==> src/wpb_pkg.sv <==
// ----------------------------------------------------------------------------
// Weighted pixel blender package
// Shared types, register codes and sizing constants for the blender block.
// ----------------------------------------------------------------------------
package wpb_pkg;

    // Contributions beyond this count per output pixel are ignored.
    localparam int MAX_IMAGES = 16;
    localparam int CNT_W      = $clog2(MAX_IMAGES + 1);

    localparam int CH_W     = 8;
    localparam int BW_W     = 24;
    localparam int PROD_W   = BW_W + CH_W;
    localparam int ACC_W    = 36;
    localparam int WACC_W   = 28;
    localparam int NUM_W    = ACC_W + 1;
    localparam int DEN_W    = WACC_W + 1;

    // The quotient never exceeds 255, so eight restoring steps suffice.
    localparam int DIV_STEPS = CH_W;
    localparam int DIV_CNT_W = $clog2(DIV_STEPS);
    localparam int DSH_W     = DEN_W + DIV_STEPS - 1;

    localparam logic [CH_W-1:0] OPAQUE          = 8'd255;
    localparam logic [CH_W-1:0] THRESHOLD_RESET = 8'd127;

    // Configuration port
    localparam int PADDR_W = 3;
    localparam int PDATA_W = 32;
    localparam logic REG_IGNORE_MODE = 1'b0;
    localparam logic REG_ALPHA_THR   = 1'b1;

    typedef struct packed {
        logic signed [15:0] local_x;
        logic signed [15:0] local_y;
        logic [13:0]        img_width;
        logic [13:0]        img_height;
        logic [7:0]         red_in;
        logic [7:0]         green_in;
        logic [7:0]         blue_in;
        logic [7:0]         alpha_in;
        logic [23:0]        blend_weight;
        logic               last_image;
    } in_item_t;

    typedef struct packed {
        logic [7:0] red_out;
        logic [7:0] green_out;
        logic [7:0] blue_out;
        logic [7:0] alpha_out;
        logic       covered;
    } out_item_t;

    typedef enum logic [2:0] {
        ST_IDLE,
        ST_ACC,
        ST_DLOAD,
        ST_DIV,
        ST_OUT
    } state_t;

    typedef struct packed {
        logic capture;
        logic accumulate;
        logic div_load;
        logic div_step;
        logic out_load;
    } cmd_t;

    typedef struct packed {
        logic item_last;
    } status_t;

endpackage

==> src/wpb_regs.sv <==
// ----------------------------------------------------------------------------
// Weighted pixel blender configuration registers
// APB-style register file holding the blend mode and the alpha threshold.
// ----------------------------------------------------------------------------
module wpb_regs (
    input  logic                        aclk,
    input  logic                        aresetn,
    input  logic                        psel,
    input  logic                        penable,
    input  logic                        pwrite,
    input  logic [wpb_pkg::PADDR_W-1:0] paddr,
    input  logic [wpb_pkg::PDATA_W-1:0] pwdata,
    output logic [wpb_pkg::PDATA_W-1:0] prdata,
    output logic                        pready,
    output logic                        ignore_mode,
    output logic [wpb_pkg::CH_W-1:0]    alpha_thr
);
    import wpb_pkg::*;

    logic            mode_reg, mode_next;
    logic [CH_W-1:0] thr_reg, thr_next;
    logic            wr_en;

    assign pready = 1'b1;
    assign wr_en  = psel && penable && pwrite;

    always_comb begin
        mode_next = mode_reg;
        thr_next  = thr_reg;
        if (wr_en) begin
            case (paddr[2])
                REG_IGNORE_MODE: mode_next = pwdata[0];
                REG_ALPHA_THR:   thr_next  = pwdata[CH_W-1:0];
                default: ;
            endcase
        end
    end

    always_comb begin
        case (paddr[2])
            REG_IGNORE_MODE: prdata = {{(PDATA_W-1){1'b0}}, mode_reg};
            REG_ALPHA_THR:   prdata = {{(PDATA_W-CH_W){1'b0}}, thr_reg};
            default:         prdata = '0;
        endcase
    end

    always_ff @(posedge aclk) begin
        if (!aresetn) begin
            mode_reg <= 1'b0;
            thr_reg  <= THRESHOLD_RESET;
        end else begin
            mode_reg <= mode_next;
            thr_reg  <= thr_next;
        end
    end

    assign ignore_mode = mode_reg;
    assign alpha_thr   = thr_reg;

endmodule

==> src/wpb_ctrl.sv <==
// ----------------------------------------------------------------------------
// Weighted pixel blender controller
// Sequences capture, accumulation, division and result hand-off.
// ----------------------------------------------------------------------------
module wpb_ctrl (
    input  logic             aclk,
    input  logic             aresetn,
    input  logic             s_valid,
    output logic             s_ready,
    output logic             m_valid,
    input  logic             m_ready,
    input  wpb_pkg::status_t status,
    output wpb_pkg::cmd_t    cmd
);
    import wpb_pkg::*;

    state_t               state_reg, state_next;
    logic [DIV_CNT_W-1:0] cnt_reg, cnt_next;
    logic                 m_valid_reg, m_valid_next;
    logic                 out_free;

    assign out_free = !m_valid_reg || m_ready;

    // Next state
    always_comb begin
        state_next = state_reg;
        case (state_reg)
            ST_IDLE:  if (s_valid) state_next = ST_ACC;
            ST_ACC:   state_next = status.item_last ? ST_DLOAD : ST_IDLE;
            ST_DLOAD: state_next = ST_DIV;
            ST_DIV:   if (cnt_reg == DIV_CNT_W'(DIV_STEPS - 1)) state_next = ST_OUT;
            ST_OUT:   if (out_free) state_next = ST_IDLE;
            default:  state_next = ST_IDLE;
        endcase
    end

    // Outputs
    always_comb begin
        cmd     = '0;
        s_ready = 1'b0;
        case (state_reg)
            ST_IDLE: begin
                s_ready     = 1'b1;
                cmd.capture = s_valid;
            end
            ST_ACC:   cmd.accumulate = 1'b1;
            ST_DLOAD: cmd.div_load   = 1'b1;
            ST_DIV:   cmd.div_step   = 1'b1;
            ST_OUT:   cmd.out_load   = out_free;
            default: ;
        endcase
    end

    always_comb begin
        cnt_next = (state_reg == ST_DIV) ? cnt_reg + 1'b1 : '0;
        if (cmd.out_load) begin
            m_valid_next = 1'b1;
        end else if (m_ready) begin
            m_valid_next = 1'b0;
        end else begin
            m_valid_next = m_valid_reg;
        end
    end

    always_ff @(posedge aclk) begin
        if (!aresetn) begin
            state_reg   <= ST_IDLE;
            cnt_reg     <= '0;
            m_valid_reg <= 1'b0;
        end else begin
            state_reg   <= state_next;
            cnt_reg     <= cnt_next;
            m_valid_reg <= m_valid_next;
        end
    end

    assign m_valid = m_valid_reg;

endmodule

==> src/wpb_datapath.sv <==
// ----------------------------------------------------------------------------
// Weighted pixel blender datapath
// Weight selection, multiply-accumulate and three restoring dividers.
// ----------------------------------------------------------------------------
module wpb_datapath (
    input  logic                     aclk,
    input  logic                     aresetn,
    input  wpb_pkg::cmd_t            cmd,
    input  wpb_pkg::in_item_t        s_data,
    input  logic                     ignore_mode,
    input  logic [wpb_pkg::CH_W-1:0] alpha_thr,
    output wpb_pkg::status_t         status,
    output wpb_pkg::out_item_t       m_data
);
    import wpb_pkg::*;

    // Captured contribution
    logic [BW_W-1:0]   wt_reg, wt_next;
    logic [PROD_W-1:0] pr_reg, pg_reg, pb_reg, pr_next, pg_next, pb_next;
    logic              take_reg, take_next;
    logic              last_reg, last_next;

    // Per-pixel accumulators
    logic [ACC_W-1:0]  racc_reg, gacc_reg, bacc_reg, racc_next, gacc_next, bacc_next;
    logic [WACC_W-1:0] wacc_reg, wacc_next;
    logic [CNT_W-1:0]  cnt_reg, cnt_next;

    // Dividers
    logic [NUM_W-1:0]  rrem_reg, grem_reg, brem_reg, rrem_next, grem_next, brem_next;
    logic [DSH_W-1:0]  dsh_reg, dsh_next;
    logic [CH_W-1:0]   rq_reg, gq_reg, bq_reg, rq_next, gq_next, bq_next;
    logic              cov_reg, cov_next;

    out_item_t         out_reg, out_next;

    logic              in_image;
    logic [BW_W-1:0]   wt_sel;
    logic [WACC_W:0]   wsum;
    logic              r_ge, g_ge, b_ge;
    logic [DEN_W-1:0]  den;

    // A coordinate counts when it is non-negative and below the image size.
    assign in_image = !s_data.local_x[15] && !s_data.local_y[15]
                   && (s_data.local_x[14:0] < {1'b0, s_data.img_width})
                   && (s_data.local_y[14:0] < {1'b0, s_data.img_height});

    always_comb begin
        if (ignore_mode) begin
            wt_sel = (s_data.alpha_in > alpha_thr) ? BW_W'(1) : '0;
        end else begin
            wt_sel = s_data.blend_weight;
        end
    end

    assign wsum = {1'b0, wacc_reg} + (WACC_W + 1)'(wt_reg);
    assign den  = {wacc_reg, 1'b0};

    assign r_ge = rrem_reg >= NUM_W'(dsh_reg);
    assign g_ge = grem_reg >= NUM_W'(dsh_reg);
    assign b_ge = brem_reg >= NUM_W'(dsh_reg);

    always_comb begin
        wt_next   = wt_reg;
        pr_next   = pr_reg;
        pg_next   = pg_reg;
        pb_next   = pb_reg;
        take_next = take_reg;
        last_next = last_reg;
        racc_next = racc_reg;
        gacc_next = gacc_reg;
        bacc_next = bacc_reg;
        wacc_next = wacc_reg;
        cnt_next  = cnt_reg;
        rrem_next = rrem_reg;
        grem_next = grem_reg;
        brem_next = brem_reg;
        dsh_next  = dsh_reg;
        rq_next   = rq_reg;
        gq_next   = gq_reg;
        bq_next   = bq_reg;
        cov_next  = cov_reg;
        out_next  = out_reg;

        if (cmd.capture) begin
            wt_next   = wt_sel;
            pr_next   = wt_sel * s_data.red_in;
            pg_next   = wt_sel * s_data.green_in;
            pb_next   = wt_sel * s_data.blue_in;
            take_next = in_image && (wt_sel != '0);
            last_next = s_data.last_image;
        end

        if (cmd.accumulate && (cnt_reg < CNT_W'(MAX_IMAGES))) begin
            cnt_next = cnt_reg + 1'b1;
            // A contribution that would overflow the total weight is dropped whole.
            if (take_reg && !wsum[WACC_W]) begin
                wacc_next = wsum[WACC_W-1:0];
                racc_next = racc_reg + ACC_W'(pr_reg);
                gacc_next = gacc_reg + ACC_W'(pg_reg);
                bacc_next = bacc_reg + ACC_W'(pb_reg);
            end
        end

        // Mean rounded half up: floor((2*acc + W) / (2*W)).
        if (cmd.div_load) begin
            rrem_next = {racc_reg, 1'b0} + NUM_W'(wacc_reg);
            grem_next = {gacc_reg, 1'b0} + NUM_W'(wacc_reg);
            brem_next = {bacc_reg, 1'b0} + NUM_W'(wacc_reg);
            dsh_next  = {den, {(DIV_STEPS-1){1'b0}}};
            rq_next   = '0;
            gq_next   = '0;
            bq_next   = '0;
            cov_next  = wacc_reg != '0;
            racc_next = '0;
            gacc_next = '0;
            bacc_next = '0;
            wacc_next = '0;
            cnt_next  = '0;
        end

        if (cmd.div_step) begin
            if (r_ge) rrem_next = rrem_reg - NUM_W'(dsh_reg);
            if (g_ge) grem_next = grem_reg - NUM_W'(dsh_reg);
            if (b_ge) brem_next = brem_reg - NUM_W'(dsh_reg);
            rq_next  = {rq_reg[CH_W-2:0], r_ge};
            gq_next  = {gq_reg[CH_W-2:0], g_ge};
            bq_next  = {bq_reg[CH_W-2:0], b_ge};
            dsh_next = dsh_reg >> 1;
        end

        if (cmd.out_load) begin
            out_next.red_out   = cov_reg ? rq_reg : '0;
            out_next.green_out = cov_reg ? gq_reg : '0;
            out_next.blue_out  = cov_reg ? bq_reg : '0;
            out_next.alpha_out = cov_reg ? OPAQUE : '0;
            out_next.covered   = cov_reg;
        end
    end

    always_ff @(posedge aclk) begin
        if (!aresetn) begin
            racc_reg <= '0;
            gacc_reg <= '0;
            bacc_reg <= '0;
            wacc_reg <= '0;
            cnt_reg  <= '0;
        end else begin
            racc_reg <= racc_next;
            gacc_reg <= gacc_next;
            bacc_reg <= bacc_next;
            wacc_reg <= wacc_next;
            cnt_reg  <= cnt_next;
        end
    end

    always_ff @(posedge aclk) begin
        wt_reg   <= wt_next;
        pr_reg   <= pr_next;
        pg_reg   <= pg_next;
        pb_reg   <= pb_next;
        take_reg <= take_next;
        last_reg <= last_next;
        rrem_reg <= rrem_next;
        grem_reg <= grem_next;
        brem_reg <= brem_next;
        dsh_reg  <= dsh_next;
        rq_reg   <= rq_next;
        gq_reg   <= gq_next;
        bq_reg   <= bq_next;
        cov_reg  <= cov_next;
        out_reg  <= out_next;
    end

    assign status.item_last = last_reg;
    assign m_data           = out_reg;

endmodule

==> src/weighted_pixel_blender_unit.sv <==
// ----------------------------------------------------------------------------
// Weighted pixel blender
// Blends one contribution per source image into a weighted-mean output pixel.
// ----------------------------------------------------------------------------
// A contribution that does not close a pixel is accepted and its weighted
// channels are multiplied into registers, then added to the accumulators
// in the next cycle. The contribution marked last then goes on to load the
// dividers, takes 8 restoring division steps (one quotient bit per cycle for
// each channel) and places the item in the output register once that
// register is no longer held by the sink.
// A finished item waits in the output register while the next one is taken.
module weighted_pixel_blender_unit (
    input  logic                        aclk,
    input  logic                        aresetn,
    input  logic                        s_valid,
    output logic                        s_ready,
    input  wpb_pkg::in_item_t           s_data,
    output logic                        m_valid,
    input  logic                        m_ready,
    output wpb_pkg::out_item_t          m_data,
    input  logic                        psel,
    input  logic                        penable,
    input  logic                        pwrite,
    input  logic [wpb_pkg::PADDR_W-1:0] paddr,
    input  logic [wpb_pkg::PDATA_W-1:0] pwdata,
    output logic [wpb_pkg::PDATA_W-1:0] prdata,
    output logic                        pready
);
    import wpb_pkg::*;

    cmd_t            cmd;
    status_t         status;
    logic            ignore_mode;
    logic [CH_W-1:0] alpha_thr;

    wpb_regs u_regs (
        .aclk        (aclk),
        .aresetn     (aresetn),
        .psel        (psel),
        .penable     (penable),
        .pwrite      (pwrite),
        .paddr       (paddr),
        .pwdata      (pwdata),
        .prdata      (prdata),
        .pready      (pready),
        .ignore_mode (ignore_mode),
        .alpha_thr   (alpha_thr)
    );

    wpb_ctrl u_ctrl (
        .aclk    (aclk),
        .aresetn (aresetn),
        .s_valid (s_valid),
        .s_ready (s_ready),
        .m_valid (m_valid),
        .m_ready (m_ready),
        .status  (status),
        .cmd     (cmd)
    );

    wpb_datapath u_datapath (
        .aclk        (aclk),
        .aresetn     (aresetn),
        .cmd         (cmd),
        .s_data      (s_data),
        .ignore_mode (ignore_mode),
        .alpha_thr   (alpha_thr),
        .status      (status),
        .m_data      (m_data)
    );

endmodule

==> config.mk <==
export PLATFORM = sky130hd
export DESIGN_NAME = weighted_pixel_blender_unit
export DESIGN_NICKNAME = d
export VERILOG_FILES = /design/src/wpb_pkg.sv /design/src/wpb_regs.sv /design/src/wpb_ctrl.sv /design/src/wpb_datapath.sv /design/src/weighted_pixel_blender_unit.sv
export SDC_FILE = /design/constraint.sdc
export NUM_CORES = 2
export LEC_CHECK = 0
export BUFFER_PORTS_ARGS = -buffer_cell sky130_fd_sc_hd__buf_2
export CORE_AREA = 2 2 341 343
export CTS_BUF_LIST = sky130_fd_sc_hd__clkbuf_8
export CTS_CLUSTER_SIZE = 20
export DETAILED_ROUTE_END_ITERATION = 12
export DIE_AREA = 0 0 343 345
export REMOVE_ABC_BUFFERS = 1
export SETUP_SLACK_MARGIN = 0.1
export SYNTH_ARGS = -nofsm -noshare
export SYNTH_HDL_FRONTEND = slang
export SYNTH_SLANG_ARGS = --single-unit
==> constraint.sdc <==
create_clock -name aclk -period 12.2 [get_ports aclk]
set_clock_uncertainty 0.1 [all_clocks]
set_input_delay 2.44 -clock aclk [delete_from_list [all_inputs] [get_ports aclk]]
set_output_delay 2.44 -clock aclk [all_outputs]
set_load 0.05 [all_outputs]
Yosys cells after proc, flatten, opt, wreduce, memory -nomap -nowiden. Cells that the tools add are included.

Register bits: 484. Input port bits: 159. Output and inout port bits: 68. Word-level logic and storage cells: 118.

Add/subtract/negate cells: 12. $mul: 3. Order comparisons: 7. Equal/unequal tests: 8. Mux-type cells: 32. Bitwise logic cells: 2. Reduce and logical (&&, ||, !) cells: 24.

Operators with widths (count): $mux 37 (9); $add 37x28->37 (3); $ge 37x36->1 (3); $sub 37x36->37 (3); $add 36x32->36 (3); $mul 24x8->32 (3); $mux 35 (2); $pmux 32 s2 (1); $mux 8 (5); $lt 15x14->1 (2); $add 28x24->29 (1); $reduce_bool 28->1 (1); $mux 24 (1); $reduce_bool 24->1 (1); $pmux 3 s5 (1); $mux 1 (9); $mux 3 (3); $gt 8x8->1 (1); $logic_and 1x1->1 (8); $reduce_and 2->1 (4); $eq 3x2->1 const B (2); $eq 3x3->1 const B (2); $add 5x1->5 const B (1); $lt 5x5->1 const B (1); other kinds (12) (18).

Logic depth before layout (Yosys ltp).
Word-level depth: 5. Gate-level depth with buffers: 29. Gate-level depth less buffers: 29.

By module. From an unflattened synthesis, not the netlist that was laid out.

Cell total of the unflattened synthesis: 5956. Area, all modules: 51539.4 µm².

Modules (own cells, without submodules): wpb_datapath (times used 1, cells each 5846, area each 50529.7 µm², seq. area each 11280.8 µm²); wpb_regs (times used 1, cells each 75, area each 665.6 µm², seq. area each 180.2 µm²); wpb_ctrl (times used 1, cells each 35, area each 344.1 µm², seq. area each 140.1 µm²).

Least setup slack after synthesis. No wires, ideal clock.

Path kind: input port to flip-flop. Start: in s_data[26] (netlist bit). End: reg u_datapath.pg_reg[21], data pin. Setup time: 135 ps. Arrival: 8590 ps. Data required time: 11965 ps. Setup slack: 3376 ps. Cell stages on the path: 26. Path buffers: 0. Cell sequence: ha_1 nor2b_1 o21a_1 o21ai_0 nand2b_1 a21oi_1 o21ai_0 a31oi_1 clkinv_1 nand2_1 fa_1 fa_1 fa_1 inv_1 fa_1 ha_1 and3_1 a21oi_1 a31oi_1 a221oi_1 nor2b_1 o21a_1 o21ai_0 a21oi_1 or4b_2 nand3_1.

Longest elaborated chain between the ends: 4.

Ends and longest elaborated chain: from (decl) (line weighted_pixel_blender_unit.sv:17) `input wpb_pkg::in_item_t s_data,`; $gt 8x8->1 (line wpb_datapath.sv:49) `wt_sel = (s_data.alpha_in > alpha_thr) ? BW_W'(1) : '0;`; $mux 1 (line wpb_datapath.sv:49); $mux 24 (line wpb_datapath.sv:48) `if (ignore_mode) begin`; via u_datapath.wt_sel[0] (line wpb_datapath.sv:37) `logic [BW_W-1:0] wt_sel;`; $mul 24x8->32 (line wpb_datapath.sv:87) `pg_next = wt_sel * s_data.green_in;`; to (signal assigned) (line wpb_datapath.sv:159) `pg_reg <= pg_next;`; to (decl) (line wpb_datapath.sv:19) `logic [PROD_W-1:0] pr_reg, pg_reg, pb_reg, pr_next, pg_next, pb_next;`.

The timed path passes the listed nets, and every way through them passes these cells. A chain may end at the register's enable or synchronous reset.

Worst setup path in the final report. Ends and elaborated chain as after synthesis.

==> impl_metrics.env <==
export IMPL_status="finished, final reports clean"
export IMPL_crit_arrival_ps=9180
export IMPL_yosysWarnings=0
export IMPL_yosys_top_cells_count="782 x nand2_1, 526 x inv_1, 523 x a21oi_1, 502 x ha_1, 406 x fa_1"
export IMPL_worst_skew_pair_late_latency_ps=760
export IMPL_cts_repair_resized=0
export IMPL_synthesis_area_per_instance_sq_um=8.583
export IMPL_cts_tree="built"
export IMPL_dieHeight_microns=345
export IMPL_clockBufferDepth=3
export IMPL_critPathSlowestCell="or4b_2"
export IMPL_clk_pin_slew_ps=70
export IMPL_final_area_sq_mm=0.05539
export IMPL_grt_total_usage_pct=24.60
export IMPL_critical_path_class="in2reg"
export IMPL_yosys_register_bits=476
export IMPL_cts_buffers=89
export IMPL_hold_violations=0
export IMPL_hpwl_microns=111900
export IMPL_syn_area_sq_mm=0.05140
export IMPL_post_route_worst_setup_slack_ps=3538
export IMPL_layout_drive_gt1_share_pct=7.214
export IMPL_maxSlewHeadroom_pct=21.91
export IMPL_power_density_mw_per_mm2=201.9
export IMPL_first_pass_iters=5
export IMPL_critPathCaptureType="flop"
export IMPL_grt_pass1_vias=41948
export IMPL_grt_overflow=0
export IMPL_drt_iter0_drc=2888
export IMPL_die_w_microns=343
export IMPL_fin_crit_ps=8662
export IMPL_rsz0062_at_grt="false"
export IMPL_start_kind="primary input"
export IMPL_cap_viol_max_count=0
export IMPL_core_region_area_sq_mm=0.1151
export IMPL_tns_ps=0
export IMPL_finalSetupViolations=0
export IMPL_die_area_sq_mm=0.1183
export IMPL_synthArstFlopShare_pct=0
export IMPL_synthTopCellsByArea="fa_1 16%, ha_1 12%, edfxtp_1 12%"
export IMPL_root_buffer="clkbuf_8"
export IMPL_num_vias=42909
export IMPL_synth_main_ff_cell="dfxtp_1"
export IMPL_ir_drop_mv=0.08876
export IMPL_htreeDepth=3
export IMPL_worstMarginPinSlew_ps=1166
export IMPL_required_ps=12710
export IMPL_place_worst_setup_slack_ps=2783
export IMPL_max_freq_mhz=115.4
export IMPL_antenna_left=0
export IMPL_io_pins=227
export IMPL_post_cts_buffers=0
export IMPL_grt_pass1_wl_microns=232300
export IMPL_yosysSeqAreaShare_pct=22.57
export IMPL_syn_inst=5989
export IMPL_initial_core_util_pct=44.66
export IMPL_placed_area_sq_mm=0.05345
export IMPL_placementRows=125
export IMPL_synthMostInstantiatedCell="nand2_1"
export IMPL_synth_edff_count=207
export IMPL_synth_area_leader_cell="fa_1"
export IMPL_path_common_cell="fa_1"
export IMPL_p_leak_nw=25.02
export IMPL_fin_util_pct=48.12
export IMPL_cts_sinks=476
export IMPL_cpPeakStageDelay_ps=630
export IMPL_worst_path_max_fanout=6
export IMPL_avgRoutedWirePerCell_microns=19.22
export IMPL_hold_class="reg2reg"
export IMPL_drcViolationCount=0
export IMPL_drv_slew=0
export IMPL_hold_buffers=0
export IMPL_power_mw=11.18
export IMPL_grt_max_degree=85
export IMPL_area_growth_pct=7.760
export IMPL_period_share_pct=71.00
export IMPL_port_buffers=175
export IMPL_synth_cell_type_count=93
export IMPL_layout_nets=7117
export IMPL_gp_congestion=0.9328
export IMPL_drt_total_wl_microns=147100
export IMPL_antenna_found_initial=2
export IMPL_drt_vias_per_instance=5.605
export IMPL_yosysTopAreaCellShare_pct=15.81
## critical path, delay by kind of cell
kind	cells	cell delay, ps
AOI/OAI and AO/OA	11	2330
and+or+nand+nor	7	1310
adders and majority gates	6	2420
buffers and inverters	4	660
## placed cells by master (no fill, tap or decap), types with 24 or more instances in the layout
| cell type | count |
|---|---|
| nor2_1 | 291 |
| o21bai_1 | 46 |
| nor2b_1 | 65 |
| buf_4 | 45 |
| nand2_1 | 779 |
| buf_2 | 175 |
| o21ai_0 | 274 |
| dfxtp_1 | 269 |
| inv_1 | 554 |
| nand4_1 | 47 |
| a21o_1 | 210 |
| fa_1 | 406 |
| clkbuf_8 | 101 |
| nand2b_1 | 58 |
| o211ai_1 | 39 |
| or3_1 | 24 |
| a21oi_1 | 523 |
| edfxtp_1 | 207 |
| and3_1 | 73 |
| o21a_1 | 55 |
| xor2_1 | 118 |
| xnor2_1 | 216 |
| nand3_1 | 98 |
| a31oi_1 | 47 |
| nor3_1 | 70 |
| a211oi_1 | 111 |
| and2_1 | 279 |
| ha_1 | 502 |
| conb_1 | 25 |
## kinds of logic (layout without fill, tap and decap cells)
| group | count (synthesis) | after routing | synth area share (%) |
|---|---|---|---|
| buffers and inverters | 801 | 916 | 6.348 |
| other | 2 | 29 | 0.01461 |
| DFF | 476 | 476 | 22.57 |
| adders and majority gates | 908 | 908 | 28.03 |
| and+or+nand+nor | 1910 | 1910 | 17.84 |
| AOI/OAI and AO/OA | 1530 | 1530 | 18.93 |
| muxes | 28 | 28 | 0.5696 |
| xor gates and xnor gates | 334 | 334 | 5.691 |
## final timing paths
| check | from | to | slack, ps | depth (start not counted) |
|---|---|---|---|---|
| worst max-delay path | s_data[26] | u_datapath.pg_reg[21] | 3540 | 28 |
| worst max register to register | u_regs.alpha_thr[1] | u_datapath.pg_reg[21] | 4990 | 28 |
| worst min-delay path | u_ctrl.cnt_reg[0] | u_ctrl.cnt_reg[0] | 330 | 1 |
| worst min register to register | u_ctrl.cnt_reg[0] | u_ctrl.cnt_reg[0] | 330 | 1 |
## metrics by stage
stage | std cells | hold slack [ps]
final | 7655 | 325.6
after global placement | 7483 | 309.8
after global routing | 7652 | 339.1
after CTS | 7651 | 329.8
after detailed placement | 7483 | 314.0
after floorplan | 5739 | 295.7
## power by group
part	leakage, nW	switching [mW]	internal, mW	total [mW]
registers	4.17	0.342	2.28	2.62
clock network	1.10	0.784	0.925	1.71
logic	19.8	3.92	2.93	6.85
total	25.0	5.05	6.13	11.2
## area by class of cell
| class | count | area (sq um) |
|---|---|---|
| Timing Repair Buffer | 220 | 1214 |
| Fill cell | 11221 | 59720 |
| Inverter | 528 | 1983 |
| Clock inverter | 67 | 541.8 |
| Tap cell | 1524 | 1907 |
| Antenna cell | 4 | 10.01 |
| Sequential cell | 476 | 11600 |
| Multi-Input combinational cell | 4735 | 36750 |
| Clock buffer | 101 | 1390 |
## metal layers
layer	wire length [microns]	global-route usage [%]
met4	5683	9.206
met1	67060	33.50
met3	7668	3.005
met2	66720	39.91
met5	0	0
(Power assumes the default switching activity.)
